===== src/rtl/core/sfs_pkg.sv =====
// Package: shared widths, codes, reset values, state and status types, filter coefficients.
`timescale 1ns / 1ps
`default_nettype none

package sfs_pkg;

  localparam int SAMPLE_W   = 16;
  localparam int MODE_W     = 2;
  localparam int ALPHA_W    = 16;
  localparam int CFG_IDX_W  = 1;
  localparam int CFG_DATA_W = 16;

  localparam logic [MODE_W-1:0] MODE_AVG = 2'd0;
  localparam logic [MODE_W-1:0] MODE_EMA = 2'd1;
  localparam logic [MODE_W-1:0] MODE_SG  = 2'd2;

  localparam logic [CFG_IDX_W-1:0] CFG_MODE  = 1'b0;
  localparam logic [CFG_IDX_W-1:0] CFG_ALPHA = 1'b1;

  localparam logic [MODE_W-1:0]  MODE_RST  = MODE_EMA;
  localparam logic [ALPHA_W-1:0] ALPHA_RST = 16'd6554;

  localparam int EMA_FRAC_W = 8;
  localparam int EMA_W      = SAMPLE_W + EMA_FRAC_W;
  localparam int EMA_DIFF_W = EMA_W + 1;
  localparam int EMA_PROD_W = EMA_DIFF_W + ALPHA_W + 1;

  localparam int SG_TAPS   = 11;
  localparam int SG_FILL_W = $clog2(SG_TAPS + 1);
  localparam int SG_K_W    = $clog2(SG_TAPS);
  localparam int SG_SUM_W  = SAMPLE_W + $clog2(SG_TAPS);
  localparam int SG_COEF_W = 8;
  localparam int SG_PROD_W = SG_COEF_W + SAMPLE_W + 1;
  localparam int SG_ACC_W  = SG_PROD_W + 3;

  // floor(n / 429) as (n * SG_RECIP) >> SG_RECIP_SH, exact for n below 2^25
  localparam int                    SG_RECIP_W  = 26;
  localparam int                    SG_RECIP_SH = 34;
  localparam logic [SG_RECIP_W-1:0] SG_RECIP    = 26'd40046316;

  localparam logic signed [SG_COEF_W-1:0] SG_COEF [SG_TAPS] = '{
    -8'sd36, 8'sd9, 8'sd44, 8'sd69, 8'sd84, 8'sd89,
    8'sd84, 8'sd69, 8'sd44, 8'sd9, -8'sd36
  };

  typedef enum logic [3:0] {
    ST_IDLE,
    ST_EMA_MUL,
    ST_EMA_ADD,
    ST_SG_MAC,
    ST_SG_SUM,
    ST_SG_SCALE,
    ST_DIV_LOAD,
    ST_DIV_WAIT,
    ST_PUSH
  } sfs_state_t;

  typedef struct packed {
    logic busy;
    logic done;
  } sfs_div_stat_t;

endpackage

`default_nettype wire


===== src/rtl/core/sfs_divider.sv =====
// Divider: unsigned restoring division, one quotient bit per cycle.
`timescale 1ns / 1ps
`default_nettype none

module sfs_divider import sfs_pkg::*; #(
  parameter int DVD_W = 27,
  parameter int DVS_W = 9
) (
  input  wire logic             clk,
  input  wire logic             rst_n,
  input  wire logic             start,
  input  wire logic [DVD_W-1:0] dividend,
  input  wire logic [DVS_W-1:0] divisor,
  output sfs_div_stat_t         stat,
  output logic      [DVD_W-1:0] quotient
);

  localparam int CNT_W = $clog2(DVD_W + 1);

  logic [DVD_W-1:0] quo_r, quo_nxt;
  logic [DVS_W-1:0] rem_r, rem_nxt;
  logic [DVS_W-1:0] dvs_r, dvs_nxt;
  logic [CNT_W-1:0] cnt_r, cnt_nxt;
  logic             busy_r, busy_nxt;
  logic             done_r, done_nxt;
  logic [DVS_W:0]   rem_sh;
  logic [DVS_W:0]   rem_diff;
  logic             ge;

  assign rem_sh   = {rem_r, quo_r[DVD_W-1]};
  assign rem_diff = rem_sh - {1'b0, dvs_r};
  assign ge       = rem_sh >= {1'b0, dvs_r};

  always_comb begin
    quo_nxt  = quo_r;
    rem_nxt  = rem_r;
    dvs_nxt  = dvs_r;
    cnt_nxt  = cnt_r;
    busy_nxt = busy_r;
    done_nxt = 1'b0;
    if (start) begin
      quo_nxt  = dividend;
      rem_nxt  = '0;
      dvs_nxt  = divisor;
      cnt_nxt  = CNT_W'(DVD_W);
      busy_nxt = 1'b1;
    end else if (busy_r) begin
      quo_nxt = {quo_r[DVD_W-2:0], ge};
      rem_nxt = ge ? rem_diff[DVS_W-1:0] : rem_sh[DVS_W-1:0];
      cnt_nxt = cnt_r - 1'b1;
      if (cnt_r == CNT_W'(1)) begin
        busy_nxt = 1'b0;
        done_nxt = 1'b1;
      end
    end
  end

  always_ff @(posedge clk) begin
    if (!rst_n) begin
      cnt_r  <= '0;
      busy_r <= 1'b0;
      done_r <= 1'b0;
    end else begin
      cnt_r  <= cnt_nxt;
      busy_r <= busy_nxt;
      done_r <= done_nxt;
    end
    quo_r <= quo_nxt;
    rem_r <= rem_nxt;
    dvs_r <= dvs_nxt;
  end

  assign stat.busy = busy_r;
  assign stat.done = done_r;
  assign quotient  = quo_r;

endmodule

`default_nettype wire


===== config.mk =====
export PLATFORM = sky130hd
export DESIGN_NAME = sfs_divider
export DESIGN_NICKNAME = d
export VERILOG_FILES = /design/src/rtl/core/sfs_pkg.sv /design/src/rtl/core/sfs_divider.sv
export SDC_FILE = /design/constraint.sdc
export NUM_CORES = 1
export LEC_CHECK = 0
export ABC_AREA = 1
export BUFFER_PORTS_ARGS = -buffer_cell sky130_fd_sc_hd__buf_4
export CAP_MARGIN = 20
export CELL_PAD_IN_SITES_DETAIL_PLACEMENT = 0
export CELL_PAD_IN_SITES_GLOBAL_PLACEMENT = 1
export CORE_UTILIZATION = 35
export DETAILED_ROUTE_END_ITERATION = 10
export PLACE_DENSITY_LB_ADDON = 0.1
export SLEW_MARGIN = 20
export SYNTH_ARGS = -nofsm -noshare
export SYNTH_HDL_FRONTEND = slang
export SYNTH_SLANG_ARGS = --single-unit

===== constraint.sdc =====
create_clock -name clk -period 1.9 [get_ports clk]
set_input_delay 0.19 -clock clk [delete_from_list [all_inputs] [get_ports clk]]
set_output_delay 0.19 -clock clk [all_outputs]
set_load 0.05 [all_outputs]

==> insert_results.sql <==
INSERT INTO impl_metrics (metric_group, metric, value, unit) VALUES
('outcome', 'result_of_the_run', 'completed', ''),
('final_layout', 'drive_above_1_share', '0.268', ''),
('power', 'worst_ir_drop_vdd', '0.338', 'mV'),
('sta', 'final.period_utilization', '0.979', ''),
('global_route', 'residual_overflow_from_global_routing', '0', ''),
('global_route', 'grt_start_max_net_pins', '34', ''),
('setup_path', 'worst_setup_path_start_kind', 'flip-flop', ''),
('die', 'floorplan.die.width', '89.2', 'um'),
('die', 'fp.dieH', '89.2', 'um'),
('logic_synthesis', 'synthesis.area_per_instance', '8.44', 'sq um'),
('logic_synthesis', 'yosysWarningCount', '0', ''),
('detailed_routing', 'postRouteAntennaNets', '0', ''),
('sta', 'slew_violations', '0', ''),
('detailed_routing', 'drt-pass1-iter-count', '4', ''),
('final_layout', 'finalCoreUtilization', '0.477', ''),
('sta', 'finalSetupViolCount', '0', ''),
('die', 'initial_utilization', '0.365', ''),
('clock_tree', 'tritoncts_num_sinks', '52', ''),
('clock_tree', 'htree_num_levels', '2', ''),
('sta', 'period_needed', '1.86', 'ns'),
('final_layout', 'fin_cells', '491', ''),
('clock_tree', 'clk_pin_slew', '0.11', 'ns'),
('flow_run', 'maxCapViolCount', '0', ''),
('logic_synthesis', 'yosys.area.top_type_share', '0.407', ''),
('detailed_routing', 'drt_first_iter_violations', '70', ''),
('place', 'finalWeightedCongestion', '0.804', ''),
('clock_tree', 'cts_inserted_buffers', '5', ''),
('detailed_routing', 'vias_per_cell', '4.51', ''),
('global_route', 'wire_length_of_the_first_global_routing_pass', '9480', 'um'),
('place', 'numPlacedInstances', '481', ''),
('detailed_routing', 'routed-via-count', '2213', ''),
('power', 'p_per_area', '795', 'mW/mm^2'),
('global_route', 'grt_most_used_layer', 'met2', ''),
('logic_synthesis', 'yosys.cell_types.count', '32', ''),
('logic_synthesis', 'synth-seq-cells', '52', ''),
('setup_path', 'worst_ep_arrival_time', '1.93', 'ns'),
('place', 'dp_hpwl', '4360', 'um'),
('sta', 'timing_hold_violations_final', '0', ''),
('clock_tree', 'cts.path.max_buffers', '2', ''),
('logic_synthesis', 'syn_inst', '315', ''),
('die', 'area_of_the_core_region', '0.00729', 'sq mm'),
('setup_path', 'critical_path.max_fanout', '5', ''),
('logic_synthesis', 'synthTopCellsByArea', 'edfxtp_1 41%, nand2_1 20%, dfxtp_1 12%, ha_1 5.2%, inv_1 4.5%', ''),
('die', 'area_enclosed_by_the_die_boundary', '0.00795', 'sq mm'),
('global_route', 'global_route.usage.met2', '0.241', ''),
('worst_hold_path', 'worst_min_path_class', 'primary input to flip-flop', ''),
('global_route', 'met3_usage', '0.0489', ''),
('logic_synthesis', 'most_frequently_used_cell_type_in_the_post_synthesis_netlist', 'nand2_1', ''),
('logic_synthesis', 'synth-async-reset-ratio', '0', ''),
('final_layout', 'area_delta_synth_final', '30.8', '%'),
('die', 'rows', '31', ''),
('global_route', 'first_global_vias', '1965', ''),
('global_route', 'grt.total_usage', '0.158', ''),
('place', 'buffer_ports.inserted', '67', ''),
('setup_path', 'data_required_time_at_the_worst_endpoint', '1.97', 'ns'),
('logic_synthesis', 'seq_area_frac_synth', '0.527', ''),
('sta', 'fin_skew', '0.00498', 'ns'),
('clock_tree', 'clockRootBuffer', 'clkbuf_8', ''),
('power', 'power.leakage', '1.74', 'nW'),
('clock_tree', 'tritoncts_clock_tree', 'built', ''),
('final_layout', 'area_of_all_placed_cells_without_fillers', '0.00348', 'sq mm'),
('logic_synthesis', 'synth_edf_count', '36', ''),
('clock_tree', 'clock_latency', '0.31', 'ns'),
('sta', 'worst_tran_pin_value', '0.412', 'ns'),
('detailed_routing', 'drt-wirelength-per-cell', '12.1', 'um'),
('setup_path', 'timing.critical_path.to_type', 'flip-flop', ''),
('global_route', 'grtUsageMet1', '0.215', ''),
('place', 'detailed_place.area', '0.00331', 'sq mm'),
('detailed_routing', 'remaining_drc_errors', '0', ''),
('logic_synthesis', 'synth.cells.most_frequent', '141 x nand2_1, 36 x edfxtp_1, 32 x inv_1, 19 x nand3_1, 16 x dfxtp_1', ''),
('sta', 'maxSlewHeadroom', '0.725', '');
layer usage:
| layer | share of wire | up-vias | wire, um |
|---|---|---|---|
| li1 | - | 1149 | - |
| met1 | 0.47 | 1004 | 2780 |
| met2 | 0.46 | 54 | 2710 |
| met3 | 0.063 | 6 | 373 |
| met4 | 0.014 | 0 | 82 |
| met5 | 0 | - | 0 |
final timing paths:
kind                startpoint          end  slack, ns  depth (start not counted)
setup reg to reg  quotient[26]  quotient[0]       0.04                         11
setup / recovery  quotient[26]  quotient[0]       0.04                         11
hold reg to reg       rem_r[6]     rem_r[6]       0.48                          2
hold / removal      divisor[2]     dvs_r[2]       0.04                          1
where the power goes:
group,total [mW],switching [mW],leakage [nW],internal [mW]
sequential,1.38,0.0551,0.496,1.32
clock,0.690,0.418,0.0509,0.272
combinational,0.699,0.454,1.19,0.245
total,2.77,0.927,1.74,1.84
stage by stage:
stage          setup WS [ns]  hold slack, ns  power, mW
2_1_floorplan         -0.152           0.289       1.84
3_3_place_gp          0.0661           0.369       2.08
3_5_place_dp          0.0226           0.371       2.08
4_1_cts              0.00403          0.0370       2.78
5_1_grt              -0.0515          0.0254       2.91
6_report              0.0401          0.0440       2.77
critical path, stage by stage, from the launching register on:
cell and delay [ns]:
edfxtp_1 0.42, inv_2 0.09, ha_4 0.12, inv_2 0.04, fa_2 0.36, nand2_2 0.10, nand2_4 0.06, nand3_4 0.10
nand2_4 0.07, nand2_8 0.08, buf_4 0.11, a31oi_1 0.06
final cells by class:
type	instances	area [sq um]
clock buffers	5	68.8
clock inverters	3	23.8
fillers	747	3810
inverters	34	128
multi-input cells	218	1120
flip-flops and latches	52	1400
well taps	99	124
repair buffers	80	608
placed cells by master, fill, tap and decap left out, types with 2 or more instances in the layout:
| cell type | instances |
|---|---|
| a21oi_1 | 3 |
| a31oi_1 | 3 |
| buf_4 | 78 |
| buf_6 | 2 |
| clkbuf_8 | 5 |
| dfxtp_1 | 16 |
| edfxtp_1 | 36 |
| ha_1 | 10 |
| inv_1 | 30 |
| inv_2 | 3 |
| inv_4 | 2 |
| nand2_1 | 140 |
| nand2_2 | 2 |
| nand2_4 | 3 |
| nand3_1 | 19 |
| nand3b_1 | 9 |
| nor2_1 | 10 |
| nor2_2 | 2 |
| o21ai_0 | 2 |
| xnor2_1 | 2 |
cell families after synthesis:
group           synth area share
compound gates            0.0259
xor+xnor                 0.00988
fa+ha+maj                 0.0593
buf+inv                   0.0701
flops                      0.527
simple gates               0.308
flip-flops by register name, summed over array words and instances (netlist names):
name and cells:
busy_r 1, cnt_r 5, rem_r 9, dvs_r 9, done_r 1, quotient 27
what timing repair did:
item | 4_1_cts | 5_1_grt
gates resized for setup | 0 | 13
buffers inserted | 0 | 2
setup endpoints to repair | 0 | 10
hold buffers | 0 | 0
(Power assumes the default switching activity.)
