`config.mk`:
```
export PLATFORM = sky130hd
export DESIGN_NAME = sfs_tap_cell
export DESIGN_NICKNAME = d
export VERILOG_FILES = /design/src/rtl/core/sfs_pkg.sv /design/src/rtl/core/sfs_tap_cell.sv
export SDC_FILE = /design/constraint.sdc
export NUM_CORES = 1
export LEC_CHECK = 0
export ABC_AREA = 0
export ABC_CLOCK_PERIOD_IN_PS = 800
export BUFFER_PORTS_ARGS = -buffer_cell sky130_fd_sc_hd__clkbuf_2
export CAP_MARGIN = 0
export CORE_MARGIN = 2
export CORE_UTILIZATION = 37
export CTS_BUF_LIST = sky130_fd_sc_hd__clkbuf_16
export CTS_CLUSTER_SIZE = 40
export DETAILED_ROUTE_END_ITERATION = 10
export HOLD_SLACK_MARGIN = 0.15
export PLACE_DENSITY = 0.82
export SLEW_MARGIN = 5
export SYNTH_ARGS = -nofsm -noshare
export SYNTH_HDL_FRONTEND = slang
export SYNTH_SLANG_ARGS = --single-unit
```
`constraint.sdc`:
```
create_clock -name clk -period 0.8 [get_ports clk]
set_input_delay 0.24 -clock clk [delete_from_list [all_inputs] [get_ports clk]]
set_output_delay 0.24 -clock clk [all_outputs]
set_load 0.05 [all_outputs]
```
`src/rtl/core/sfs_pkg.sv`:
```
// Package: shared widths, codes, reset values, state and status types, filter coefficients.
`timescale 1ns / 1ps
`default_nettype none

package sfs_pkg;

  localparam int SAMPLE_W   = 16;
  localparam int MODE_W     = 2;
  localparam int ALPHA_W    = 16;
  localparam int CFG_IDX_W  = 1;
  localparam int CFG_DATA_W = 16;

  localparam logic [MODE_W-1:0] MODE_AVG = 2'd0;
  localparam logic [MODE_W-1:0] MODE_EMA = 2'd1;
  localparam logic [MODE_W-1:0] MODE_SG  = 2'd2;

  localparam logic [CFG_IDX_W-1:0] CFG_MODE  = 1'b0;
  localparam logic [CFG_IDX_W-1:0] CFG_ALPHA = 1'b1;

  localparam logic [MODE_W-1:0]  MODE_RST  = MODE_EMA;
  localparam logic [ALPHA_W-1:0] ALPHA_RST = 16'd6554;

  localparam int EMA_FRAC_W = 8;
  localparam int EMA_W      = SAMPLE_W + EMA_FRAC_W;
  localparam int EMA_DIFF_W = EMA_W + 1;
  localparam int EMA_PROD_W = EMA_DIFF_W + ALPHA_W + 1;

  localparam int SG_TAPS   = 11;
  localparam int SG_FILL_W = $clog2(SG_TAPS + 1);
  localparam int SG_K_W    = $clog2(SG_TAPS);
  localparam int SG_SUM_W  = SAMPLE_W + $clog2(SG_TAPS);
  localparam int SG_COEF_W = 8;
  localparam int SG_PROD_W = SG_COEF_W + SAMPLE_W + 1;
  localparam int SG_ACC_W  = SG_PROD_W + 3;

  // floor(n / 429) as (n * SG_RECIP) >> SG_RECIP_SH, exact for n below 2^25
  localparam int                    SG_RECIP_W  = 26;
  localparam int                    SG_RECIP_SH = 34;
  localparam logic [SG_RECIP_W-1:0] SG_RECIP    = 26'd40046316;

  localparam logic signed [SG_COEF_W-1:0] SG_COEF [SG_TAPS] = '{
    -8'sd36, 8'sd9, 8'sd44, 8'sd69, 8'sd84, 8'sd89,
    8'sd84, 8'sd69, 8'sd44, 8'sd9, -8'sd36
  };

  typedef enum logic [3:0] {
    ST_IDLE,
    ST_EMA_MUL,
    ST_EMA_ADD,
    ST_SG_MAC,
    ST_SG_SUM,
    ST_SG_SCALE,
    ST_DIV_LOAD,
    ST_DIV_WAIT,
    ST_PUSH
  } sfs_state_t;

  typedef struct packed {
    logic busy;
    logic done;
  } sfs_div_stat_t;

endpackage

`default_nettype wire

```
`src/rtl/core/sfs_tap_cell.sv`:
```
// Tap cell: one sample register of a shift or rotate chain.
`timescale 1ns / 1ps
`default_nettype none

module sfs_tap_cell import sfs_pkg::*; (
  input  wire logic                clk,
  input  wire logic                shift_en,
  input  wire logic [SAMPLE_W-1:0] d,
  output logic      [SAMPLE_W-1:0] q
);

  logic [SAMPLE_W-1:0] q_r;

  always_ff @(posedge clk) begin
    if (shift_en) begin
      q_r <= d;
    end
  end

  assign q = q_r;

endmodule

`default_nettype wire

```
==> out/qor.yml, run 1 <==
critical_path:
  max_stage_delay_ns: 0.41
  critPathBufInv: 1
  cp_slowest_cell: "edfxtp_1"
  crit_required_ns: 0.56
  critPathCaptureType: "primary output"
  cp_max_fo: 1
  critical_path.top_delay_family: "flip-flops"
  cp.arrival_ns: 0.81
  crit_type: "flip-flop to primary output"
  path_cells: "buf_8"
  cp-start-kind: "flip-flop"
routing:
  dr_wl_met3_um: 92
  dr_total_vias: 283
  routed.top_layer: "met3"
  drc_errors: 0
  wl_met1_um: 252
  wl_um: 818
  wl_per_cell_um: 12.2
  drt_pass1_iterations: 2
  drt_iter0_drc: 8
  postRouteAntennaNets: 0
  wl_met2_um: 473
  vias_per_cell: 4.22
synth:
  ys_warn_count: 0
  synth_area_um2: 480
  syn_area_per_cell_um2: 30.0
  ys_ff_latch: 16
  synth.yosys.seq_area_share: 1.00
  synth_nets: 34
  netlist_instances: 16
  yosysUniqueCellTypes: 1
pwr:
  clkPwrFrac: 0.381
  p_per_area_nw_per_um2: 2660
  power_frac_comb: 0.189
  seq_power_share: 0.430
  p_int_w: 0.00183
  p_leak_nw: 0.389
  p_sw_w: 0.000560
  irDropWorstVdd_v: 0.00173
  swShare: 0.234
floorplan:
  die_w_um: 40.0
  core-area_um2: 1160
  rows: 12
  die_h_um: 40.0
  ios: 34
  initial_utilization: 0.416
  dieArea_um2: 1600
cells_and_area:
  postLayoutCellArea_um2: 900
  syn2layout_area_growth_pct: 87.2
  largest_register_ffs: 16
  antenna_cells: 0
  drive_gt1_frac: 0.698
  nets: 73
  comb.multi_input.count: 0
  fin_util: 0.778
  fillers: 73
  register_area_um2: 480
  multiInputGateArea_um2: 0
global_routing:
  grt_usage: 0.128
  grt_first_pass_wirelength_mm: 1.24
  antenna_found_initial: 0
  grt_max_degree: 17
  grt_pass1_vias: 295
  grt-ovfl-total: 0
job:
  maxCapViolCount: 0
cts:
  post_cts_buffers: 0
  cts-root-buf: "clkbuf_16"
  cts.path.max_buffers: 2
  ctsHoldBuffers: 0
  numCtsBuffers: 3
  cts.sinks: 16
  htree_levels: 1
  clk_pin_slew_worst_paths_ns: 0.04
  cts_tree: "built"
timing:
  worst_pin_slew_ns: 0.108
  holdWs_ns: 0.176
  setup_viol: 16
  fin_crit_ns: 1.05
  fin_crit_sh: 1.32
  relSlewSlack: 0.928
  rsz0062_at_grt: "true"
  setup_slack_ns: -0.254
  max_freq_mhz: 948
  hold_viol_final: 0
  maxSlewViolCount: 0
placement:
  port-buffer-count: 33
  gp_congestion: 0.607
  post_dp_cell_area_um2: 683
outcome:
  violations: "setup timing"
  status: "finished with violations"
min_path:
  hold_class: "input port to flip-flop"
[worst paths after layout]
path / startpoint / endpoint / slack (ns) / depth (start not counted)
max: q[12]$_DFFE_PP_ / q[12] / -0.25 / 1
min: d[0] / q[0]$_DFFE_PP_ / 0.18 / 1
[per-layer routing]
metal  vias up  global-route usage
met5         -                   0
li1        140                   -
met4         0              0.0776
met2        22               0.238
met3         0              0.0389
met1       121               0.119
[logic make-up after synthesis]
logic type  after synthesis  synth area share
DFF                      16              1.00
[power by group through the flow]
stage                     clock, W  sequential [W]  combinational, W
after CTS                 0.000938         0.00103          0.000450
after detailed placement         0         0.00103          0.000354
after global routing      0.000980         0.00103          0.000470
final                     0.000910         0.00103          0.000452
after global placement           0         0.00103          0.000351
after floorplan                  0         0.00127                 0
[Yosys cell counts]
| cell | count | share of area |
|---|---|---|
| edfxtp_1 | 16 | 1.0 |
[stage by stage]
stage | cells | TNS, ns | setup slack [ns] | total power (W)
floorplan | 16 | -0.650 | -0.0406 | 0.00127
global placement | 64 | -0.253 | -0.0331 | 0.00138
detailed placement | 64 | -0.355 | -0.0366 | 0.00138
CTS | 67 | -3.82 | -0.252 | 0.00241
global route | 67 | -4.16 | -0.278 | 0.00248
finish | 67 | -3.77 | -0.254 | 0.00239
[cell usage in the layout, fill, tap and decap left out]
master	instances
buf_12	1
buf_8	1
clkbuf_16	3
clkbuf_2	17
clkbuf_8	15
edfxtp_1	16
[cell type report]
cell class | instances | area share
clock buffers | 3 | 0.0834
flip-flops and latches | 16 | 0.534
well taps | 14 | 0.0195
repair buffers | 34 | 0.363
[timing repair]
| item | CTS | global route |
|---|---|---|
| endpoints found under the setup margin | 16 | 16 |
| resized for setup | 32 | 1 |
| cloned | 0 | 0 |
No activity file was read; power rests on OpenSTA's default activity.
==> run 2, diff against run 1 <==
RECOVER_POWER = 100   (was default)
==> run 2 against run 1 <==
The run still ends with setup timing left. Largest power group unchanged. Combinational power shrank 2%. Die area is the same. Highest routed layer unchanged. First-iteration DRC count is the same. Sequential power is essentially flat. Sequential share of layout area grew 0.91 points. Critical path depth is the same. Worst setup slack is essentially flat. Core utilization shrank 1.3 points. Non-clock buffer count is the same. Largest cell class unchanged. Wire length shrank 0.49%.
==> out/qor.yml, run 2 (synthesis gave the netlist of run 1 again) <==
outcome:
  status: "finished with violations"
  violations: "setup timing"
routing:
  wl_um: 814
  vias_per_cell: 4.21
  postRouteAntennaNets: 0
  drc_errors: 0
  drt_iter0_drc: 8
  dr_total_vias: 282
  drt_pass1_iterations: 2
  wl_per_cell_um: 12.1
cts:
  ctsHoldBuffers: 0
  cts_tree: "built"
  htree_levels: 1
  cts.path.max_buffers: 2
  cts-root-buf: "clkbuf_16"
  cts.sinks: 16
  post_cts_buffers: 0
  numCtsBuffers: 3
  clk_pin_slew_worst_paths_ns: 0.04
placement:
  post_dp_cell_area_um2: 683
  port-buffer-count: 33
  gp_congestion: 0.607
floorplan:
  dieArea_um2: 1600
  ios: 34
  die_w_um: 40.0
  core-area_um2: 1160
  initial_utilization: 0.416
  die_h_um: 40.0
  rows: 12
cells_and_area:
  syn2layout_area_growth_pct: 84.1
  drive_gt1_frac: 0.698
  final_cell_mix: "18 x clkbuf_2, 16 x edfxtp_1, 15 x clkbuf_8, 3 x clkbuf_16, 1 x buf_8"
  nets: 73
  final_common_cell: "clkbuf_2"
  comb.multi_input.count: 0
  postLayoutCellArea_um2: 885
  antenna_cells: 0
  fillers: 75
  largest_register_ffs: 16
  multiInputGateArea_um2: 0
timing:
  relSlewSlack: 0.755
  rsz0062_at_grt: "true"
  holdWs_ns: 0.176
  max_freq_mhz: 948
  setup_slack_ns: -0.254
  maxSlewViolCount: 0
  hold_viol_final: 0
  fin_crit_sh: 1.32
  setup_viol: 16
  fin_crit_ns: 1.05
  worst_pin_slew_ns: 0.368
global_routing:
  use_met2: 0.238
  grt_first_pass_wirelength_mm: 1.24
  grt_pass1_vias: 295
  grt-ovfl-total: 0
  grt.busiest_layer: "met2"
  met3_usage: 0.0389
  grt_usage: 0.128
  antenna_found_initial: 0
  grt_max_degree: 17
  grt_use_met1: 0.119
pwr:
  swShare: 0.235
  seq_power_share: 0.432
  p_per_area_nw_per_um2: 2690
  clkPwrFrac: 0.382
  p_sw_w: 0.000558
  p_leak_nw: 0.384
  p_int_w: 0.00182
  power_frac_comb: 0.186
  irDropWorstVdd_v: 0.00173
critical_path:
  cp_max_fo: 1
  cp_slowest_cell: "edfxtp_1"
  cp-start-kind: "flip-flop"
  critPathCaptureType: "primary output"
  critPathBufInv: 1
  crit_required_ns: 0.56
  critical_path.top_delay_family: "flip-flops"
  crit_type: "flip-flop to primary output"
  path_cells: "buf_8"
  max_stage_delay_ns: 0.41
  cp.arrival_ns: 0.81
min_path:
  hold_class: "input port to flip-flop"
job:
  maxCapViolCount: 0
-- run 2: cell types whose count changed in the layout (fill, tap and decap cells not counted), sizes merged --
cell and change:
buf -1, clkbuf +1
-- run 2: final cells by class --
class,instances,area [um2],share of cell area
clock buffer,3,75.1,0.0849
sequential,16,480,0.543
timing repair buffer,34,312,0.352
tap,14,17.5,0.0198
-- run 2: layer usage --
| layer | up-vias | routed length, um |
|---|---|---|
| met5 | - | 0 |
| met4 | 0 | 0 |
| met3 | 0 | 92 |
| met2 | 22 | 473 |
| met1 | 121 | 248 |
| li1 | 139 | - |
-- run 2: metrics by stage --
| stage | total power [W] | instances | utilization | setup WS [ns] | setup TNS, ns |
|---|---|---|---|---|---|
| after detailed placement | 0.00138 | 64 | 0.591 | -0.0366 | -0.355 |
| after CTS | 0.00241 | 67 | 0.777 | -0.252 | -3.82 |
| final | 0.00238 | 67 | 0.765 | -0.254 | -3.77 |
| after floorplan | 0.00127 | 16 | - | -0.0406 | -0.650 |
| after global routing | 0.00247 | 67 | 0.765 | -0.278 | -4.16 |
| after global placement | 0.00138 | 64 | 0.591 | -0.0331 | -0.253 |
-- run 2: power by group through the flow --
| stage | Clock (W) | Sequential (W) | Combinational (W) |
|---|---|---|---|
| after CTS | 0.000938 | 0.00103 | 0.000450 |
| after floorplan | 0 | 0.00127 | 0 |
| after global routing | 0.000980 | 0.00103 | 0.000460 |
| after global placement | 0 | 0.00103 | 0.000351 |
| final | 0.000910 | 0.00103 | 0.000442 |
| after detailed placement | 0 | 0.00103 | 0.000354 |
-- run 2: path summary, 6_finish.rpt --
path,startpoint,end,slack (ns),depth (start not counted)
setup / recovery,q[12]$_DFFE_PP_,q[12],-0.25,1
hold / removal,d[0],q[0]$_DFFE_PP_,0.18,1
-- run 2: repair_timing --
| action | in CTS | in global routing |
|---|---|---|
| pin swaps | 0 | 0 |
| endpoints found under the setup margin | 16 | 16 |
| gates resized for setup | 32 | 1 |
